--- src/rtl/kcn_ram.sv ---
`timescale 1ns / 1ps
`default_nettype none
// ----------------------------------------------------------------------------
// kcn_ram: generic single-port-write, single-port-read RAM
// One write and one registered read per cycle. Contents are undefined
// until written.
// ----------------------------------------------------------------------------
module kcn_ram #(
    parameter  int WIDTH = 8,
    parameter  int DEPTH = 16,
    localparam int AW    = (DEPTH > 1) ? $clog2(DEPTH) : 1
) (
    input  wire logic             i_clk,
    input  wire logic             i_we,
    input  wire logic [AW-1:0]    i_waddr,
    input  wire logic [WIDTH-1:0] i_wdata,
    input  wire logic             i_re,
    input  wire logic [AW-1:0]    i_raddr,
    output logic      [WIDTH-1:0] o_rdata
);

    logic [WIDTH-1:0] r_mem [DEPTH];
    logic [WIDTH-1:0] r_rdata;

    // Write port
    always_ff @(posedge i_clk) begin
        if (i_we) begin
            r_mem[i_waddr] <= i_wdata;
        end
    end

    // Registered read port
    always_ff @(posedge i_clk) begin
        if (i_re) begin
            r_rdata <= r_mem[i_raddr];
        end
    end

    assign o_rdata = r_rdata;

endmodule

`default_nettype wire
--- config.mk ---
export PLATFORM = sky130hd
export DESIGN_NAME = kcn_ram
export DESIGN_NICKNAME = d
export VERILOG_FILES = /design/src/rtl/kcn_ram.sv
export SDC_FILE = /design/constraint.sdc
export NUM_CORES = 1
export LEC_CHECK = 0
export BUFFER_PORTS_ARGS = -buffer_cell sky130_fd_sc_hd__buf_2
export CELL_PAD_IN_SITES_DETAIL_PLACEMENT = 1
export CELL_PAD_IN_SITES_GLOBAL_PLACEMENT = 2
export CORE_MARGIN = 1
export CORE_UTILIZATION = 45
export CTS_BUF_LIST = sky130_fd_sc_hd__clkbuf_2 sky130_fd_sc_hd__clkbuf_4 sky130_fd_sc_hd__clkbuf_8
export DETAILED_ROUTE_END_ITERATION = 10
export PLACE_DENSITY = 0.84
export SLEW_MARGIN = 0
export SYNTH_ARGS = -nofsm -noshare
export SYNTH_HDL_FRONTEND = slang
export SYNTH_SLANG_ARGS = --single-unit
export TNS_END_PERCENT = 1
--- constraint.sdc ---
create_clock -name i_clk -period 1.9 [get_ports i_clk]
set_clock_uncertainty 0.2 [all_clocks]
set_input_delay 0.19 -clock i_clk [delete_from_list [all_inputs] [get_ports i_clk]]
set_output_delay 0.19 -clock i_clk [all_outputs]
set_load 0.05 [all_outputs]
# After elaboration in Yosys (flattened, before gate mapping)
# Memories as Yosys holds them, arrays and structs flattened. A register that Yosys moved wholly into a read port is not among the register bits.
# Index checks and enable logic that the tools add are counted.
# classes
n_mux	2
# ops
operator	n
1-bit two-way mux	2
# totals
input_bits	19
elab_cells	3
n_memories	1
mem_bits_rw	128
ff_bits	0
# memory_table
memory	words	width	rd	rd_clocked_by_memory_dff	write_ports	line	rtl
r_mem	16	8	1	1	1	22	logic [WIDTH-1:0] r_mem [DEPTH];

# Logic depth before layout (Yosys ltp)
# Gate-level depths: netlist of run 1.
# logic_depth
ltp_word	2
mapped_depth	5

# Least setup slack after synthesis of run 1
# Ideal clock, no wire load.
# synth_path
path_kind	input -> register
start	in i_waddr[2]
end	mem r_mem[0][0] (enable)
path_stages	2
arrival_ps	1300
setup_time_ps	383
path_slack_ps	17
cell_sequence	or3b_2 > nor3_1
# synth_lines
item	line	rtl
start, declared	15	input wire logic [AW-1:0] i_waddr,
end, declared	22	
# No word-level cell before the write port.

==> flow_metrics.py, run 1 <==
metrics = {
    "outcome": {
        "status": "complete, no violations",
    },
    "floorplan": {
        "die_w_um": 110,
        "die-area_um2": 12100,
        "num_rows": 38,
        "core_um2": 11100,
        "initial_utilization_pct": 47.2,
        "io_pins": 27,
        "die_h_um": 110,
    },
    "synth": {
        "synth_compound_area_share_pct": 2.30,
        "synth_xor_area_share_pct": 0,
        "syn_area_um2": 5230,
        "syn-num-nets": 248,
        "ys_ff_latch": 136,
        "synth-simple-area-share_pct": 3.14,
        "synth_edf_count": 136,
        "yosys-top-cells-area": "edfxtp_1, mux4_2, mux4_1",
        "yosys.area.top_type": "edfxtp_1",
        "synth_top_family_by_area": "multiplexers",
        "ys.flop_type": "edfxtp_1",
        "synth_adder_area_share_pct": 0,
        "async_flop_share_pct": 0,
        "syn_inst": 229,
        "synth.most_common_cell": "edfxtp_1",
        "synthMuxAreaShare_pct": 14.8,
        "synthTopCellsByCount": "edfxtp_1, mux4_2, a22oi_1",
        "synth-seq-area-share_pct": 78.1,
        "avgSynthCellArea_um2": 22.8,
        "synth_warnings": 0,
        "synth.top_cell.area_share_pct": 78.1,
        "yosysUniqueCellTypes": 18,
    },
    "clock_tree": {
        "cts.clk_slew.worst_paths_ns": 0.08,
        "h-tree-depth": 4,
        "cts.sinks": 136,
        "hold_buffers": 9,
        "clockBufferDepth": 2,
        "clock_latency_ns": 0.43,
        "numCtsBuffers": 17,
        "ctsResizeCount": 0,
        "post-cts-setup-buffers": 0,
        "cts_root_buf": "clkbuf_8",
        "cts_tree": "yes",
    },
    "layout": {
        "stdcell_area_um2": 6240,
        "final_cells": 453,
        "area_growth_pct": 19.3,
        "n_fill_cell": 972,
        "n_antenna_cell": 0,
        "fin_nets": 319,
        "drive_gt1_share_pct": 32.9,
    },
    "route": {
        "firstDrtPassIters": 4,
        "vias": 2594,
        "detail-route-antenna-nets": 0,
        "drt_iter0_drc": 147,
        "vias_per_cell": 5.73,
        "wl_per_cell_um": 24.0,
        "wl_mm": 10.9,
        "drc": 0,
    },
    "pwr": {
        "power.density_nw_per_um2": 1030,
        "ir_drop_mv": 0.535,
        "power_frac_comb_pct": 6.3,
        "p_sw_mw": 1.32,
        "netSwitchingFraction_pct": 20.6,
        "pwr-share-seq_pct": 52.9,
        "leakagePower_nw": 2.12,
        "power_frac_clock_pct": 40.9,
        "p_int_mw": 5.10,
    },
    "sta": {
        "max-slew-margin-rel_pct": 77.2,
        "hold_viol": 0,
        "finalHoldWorstSlack_ns": 0.114,
        "setup_ws_ns": 0.129,
        "finalCritPeriodShare_pct": 93.2,
        "drv_slew": 0,
        "clock.fmax_mhz": 565,
        "setup_viol": 0,
        "rsz0062_at_grt": "false",
        "finalCriticalPeriod_ns": 1.77,
        "tightestPinTransition_ns": 0.341,
    },
    "hold_path": {
        "hold_path_class": "in -> reg",
        "min_path_cells": 3,
    },
    "worst_setup_path": {
        "cp.depth": 3,
        "start_kind": "flop",
        "cp_max_fo": 1,
        "cp-end-kind": "flop",
        "worst-path-buf-inv": 0,
        "cpPeakStageDelay_ns": 0.52,
        "r2r_cells": 3,
        "crit_arrival_ns": 1.75,
        "cp_top_family": "multiplexers",
        "crit_slowest_cell": "mux4_1",
        "worstPathRequired_ns": 1.88,
        "critical_path_class": "reg -> reg",
        "path_cells": "mux4_1, a22oi_1, nand2_1",
    },
    "placed_design": {
        "numPortBuffers": 26,
        "postPlaceCellArea_um2": 5700,
        "dp.cells": 412,
        "pre_cts_slack_ns": -0.182,
        "place_hpwl_mm": 7.01,
        "routabilityCongestion": 0.740,
    },
    "grt": {
        "antenna_found_initial": 0,
        "grt.overflow.total": 0,
        "grt_max_degree": 19,
        "grt_usage_pct": 20.1,
        "grt_pass1_wl_mm": 16.2,
        "grt_pass1_vias": 2680,
    },
    "flow_run": {
        "maxCapViolCount": 0,
    },
}
## layout make-up
type	instances	area (um^2)	share of cell area (%)
Sequential cell	136	4080	65.5
Multi-Input combinational cell	83	1060	17.0
Timing Repair Buffer	62	473	7.58
Clock buffer	18	241	3.87
Clock inverter	14	205	3.29
Tap cell	140	175	2.81
## cells by family (layout without fill, tap and decap cells)
| logic type | Yosys count | in the layout |
|---|---|---|
| AO/OA/AOI/OAI | 16 | 16 |
| AND/OR/NAND/NOR | 35 | 35 |
| flip-flops | 136 | 136 |
| buffers and inverters | 10 | 94 |
| multiplexers | 32 | 32 |
## worst reg2reg max path: stages (launching register included)
cell and delay [ns]:
edfxtp_1 0.38, mux4_1 0.52, a22oi_1 0.33, nand2_1 0.10
## registers in the layout (all words and copies together), names as in the netlist
register and flops:
r_mem 128, o_rdata 8
## metrics by stage
stage / total power [mW] / util, % / setup TNS, ns
after global routing: 6.61 / 56.3 / 0
final: 6.42 / 56.3 / 0
after floorplan: 3.68 / - / 0
after CTS: 6.47 / 56.3 / 0
after detailed placement: 3.85 / 51.4 / -0.507
after global placement: 3.83 / 51.4 / -0.361
## path summary, 6_finish.rpt
| kind | from | end | slack, ns |
|---|---|---|---|
| max | r_mem[1][2] | o_rdata[2] | 0.13 |
| min | i_waddr[1] | r_mem[4][3] | 0.11 |
| max reg2reg | r_mem[1][2] | o_rdata[2] | 0.13 |
| min reg2reg | r_mem[11][1] | o_rdata[1] | 0.57 |
## per-layer routing
layer  track usage, %  vias up  share of wire (%)
met1             26.5     1352                 40
met3             5.51       10                7.3
met2             32.3      111                 51
li1                 -     1121                  -
met5                0        -                  0
met4             7.14        0               0.88
## power groups by stage
stage	combinational [mW]	sequential (mW)	clock, mW
floorplan	0.171	3.51	0
global placement	0.378	3.46	0
detailed placement	0.390	3.46	0
CTS	0.409	3.40	2.67
global route	0.431	3.40	2.78
finish	0.402	3.40	2.63
## placed cells by master (no fill, tap or decap), drive strengths merged
cell type,instances
nand3,1
edfxtp,136
nand2b,2
clkinvlp,3
mux4,32
a22oi,16
buf,53
nor2,13
nand2,9
or3b,1
clkinv,6
dlygate4sd3,9
and2b,1
and2,1
nand3b,2
clkbuf,18
nor3,4
nor2b,1
bufinv,5
No activity file was read; power rests on OpenSTA's default activity.
==> run 2: changes to the inputs <==
--- a/config.mk
+++ b/config.mk
@@ -6,13 +6,11 @@
 export NUM_CORES = 1
 export LEC_CHECK = 0
 export BUFFER_PORTS_ARGS = -buffer_cell sky130_fd_sc_hd__buf_2
-export CELL_PAD_IN_SITES_DETAIL_PLACEMENT = 1
-export CELL_PAD_IN_SITES_GLOBAL_PLACEMENT = 2
 export CORE_MARGIN = 1
-export CORE_UTILIZATION = 45
+export CORE_UTILIZATION = 57
 export CTS_BUF_LIST = sky130_fd_sc_hd__clkbuf_2 sky130_fd_sc_hd__clkbuf_4 sky130_fd_sc_hd__clkbuf_8
 export DETAILED_ROUTE_END_ITERATION = 10
-export PLACE_DENSITY = 0.84
+export PLACE_DENSITY = 0.85
 export SLEW_MARGIN = 0
 export SYNTH_ARGS = -nofsm -noshare
 export SYNTH_HDL_FRONTEND = slang
==> run 2 against run 1 <==
Against the previous run:
- the flow now finishes with violations (DRC)
- design area down 2.2%
- first-iteration DRC count is 70% higher
- critical path depth stayed put
- sequential cell count unchanged
- fmax rose by 3.4%
- sequential power barely moved
- register-to-register slack improved by 0.06 ns
- die area down 21%
- cell count fell by 7.5%
- critical path type unchanged
- largest cell class unchanged
==> flow_metrics.py, run 2 (synthesized netlist as in run 1, its figures left out) <==
metrics = {
    "sta": {
        "setup_viol": 0,
        "finalCritPeriodShare_pct": 90.2,
        "max-slew-margin-rel_pct": 68.0,
        "rsz0062_at_grt": "false",
        "hold_viol": 0,
        "tightestPinTransition_ns": 0.479,
        "drv_slew": 0,
        "setup_ws_ns": 0.187,
        "finalCriticalPeriod_ns": 1.71,
        "clock.fmax_mhz": 584,
    },
    "clock_tree": {
        "cts_tree": "yes",
        "cts_root_buf": "clkbuf_8",
        "h-tree-depth": 4,
        "cts.sinks": 136,
        "ctsResizeCount": 0,
        "cts.clk_slew.worst_paths_ns": 0.08,
        "clockBufferDepth": 2,
        "numCtsBuffers": 17,
        "clock_latency_ns": 0.43,
        "post-cts-setup-buffers": 0,
    },
    "worst_setup_path": {
        "cp-startpoint": "r_mem[3][6]",
        "worstPathRequired_ns": 1.88,
        "critical_path_class": "reg -> reg",
        "cp-end-kind": "flop",
        "cp_top_family": "multiplexers",
        "crit_slowest_cell": "mux4_2",
        "cpPeakStageDelay_ns": 0.47,
        "start_kind": "flop",
        "crit_arrival_ns": 1.69,
        "cp_max_fo": 1,
        "worst-path-buf-inv": 0,
        "path_cells": "mux4_2, a22oi_1, nand2_1",
        "r2r-start": "r_mem[3][6]",
    },
    "layout": {
        "largest_reg_flops": 128,
        "final_common_cell": "edfxtp_1",
        "utilization_pct": 69.2,
        "stdcell_area_um2": 6100,
        "final_cell_mix": "edfxtp_1, buf_2, buf_4",
        "drive_gt1_share_pct": 31.8,
        "fin_nets": 317,
        "n_fill_cell": 523,
        "n_antenna_cell": 0,
        "area_growth_pct": 16.6,
        "largest_register": "r_mem",
    },
    "floorplan": {
        "die_w_um": 97.8,
        "initial_utilization_pct": 59.4,
        "core_um2": 8810,
        "die-area_um2": 9560,
        "num_rows": 34,
        "io_pins": 27,
        "die_h_um": 97.8,
    },
    "route": {
        "drt_iter0_drc": 250,
        "firstDrtPassIters": 8,
        "wl_mm": 9.90,
        "vias_per_cell": 6.24,
        "vias": 2616,
        "drc": 6,
        "detail-route-antenna-nets": 0,
        "wl_per_cell_um": 23.6,
    },
    "grt": {
        "antenna_found_initial": 0,
        "grt_pass1_vias": 2699,
        "use_met3_pct": 6.30,
        "grt_pass1_wl_mm": 15.3,
        "grt.busiest_layer": "met2",
        "grt_usage_pct": 23.0,
        "globalRouteMet2Util_pct": 35.7,
        "grt_max_degree": 23,
        "grt.overflow.total": 0,
        "grt_use_met1_pct": 30.9,
    },
    "hold_path": {
        "hp-start": "i_waddr[0]",
        "hold_path_class": "in -> reg",
    },
    "pwr": {
        "leakagePower_nw": 2.07,
        "power.density_nw_per_um2": 980,
        "ir_drop_mv": 0.503,
    },
    "placed_design": {
        "numPortBuffers": 26,
        "postPlaceCellArea_um2": 5630,
        "pre_cts_slack_ns": -0.114,
        "routabilityCongestion": 0.739,
        "place_hpwl_mm": 6.52,
    },
    "flow_run": {
        "maxCapViolCount": 0,
    },
    "outcome": {
        "violations": "DRC",
        "status": "finished with violations",
    },
}
==> run 2: area by class of cell <==
cell class	count	area (um^2)	share of cell area (%)
clock inverters	14	134	2.20
repair buffers	60	445	7.31
well taps	108	135	2.22
multi-input cells	83	1060	17.3
clock buffers	18	241	3.96
flip-flops and latches	136	4080	67.0
==> run 2: what timing repair did <==
action / in CTS / in global routing
hold buffers: 9 / 0
endpoints found under the hold margin: 136 / 0
setup endpoints to repair: 0 / 0
==> run 2: stage by stage <==
step	power, mW	hold slack (ns)	instances	TNS, ns
global placement	3.81	0.355	378	-0.0432
finish	5.98	0.128	419	0
CTS	6.02	0.107	419	0
detailed placement	3.83	0.365	378	-0.235
floorplan	3.68	0.0889	229	0
global route	6.17	0.124	419	0
==> run 2: worst min-delay path, delay by kind of cell <==
kind | cells | cell delay [ns]
buffers and inverters | 2 | 0.32
and+or+nand+nor | 1 | 0.06
==> run 2: worst paths after layout <==
check	endpoint	slack (ns)	cells past startpoint
setup / recovery	o_rdata[6]	0.19	3
hold / removal	r_mem[4][0]	0.13	3
setup reg to reg	o_rdata[6]	0.19	3
hold reg to reg	o_rdata[0]	0.57	3
==> run 2: routing by layer <==
metal,wire length [um],vias up
met5,0,-
met4,200,0
met3,749,18
li1,-,1117
met2,5050,124
met1,3900,1357
==> run 2: power breakdown <==
group | total (mW) | switching (mW) | leakage (nW) | internal (mW)
sequential | 3.40 | 0.0186 | 1.24 | 3.38
clock | 2.20 | 1.04 | 0.180 | 1.16
combinational | 0.384 | 0.229 | 0.655 | 0.154
total | 5.98 | 1.29 | 2.07 | 4.69
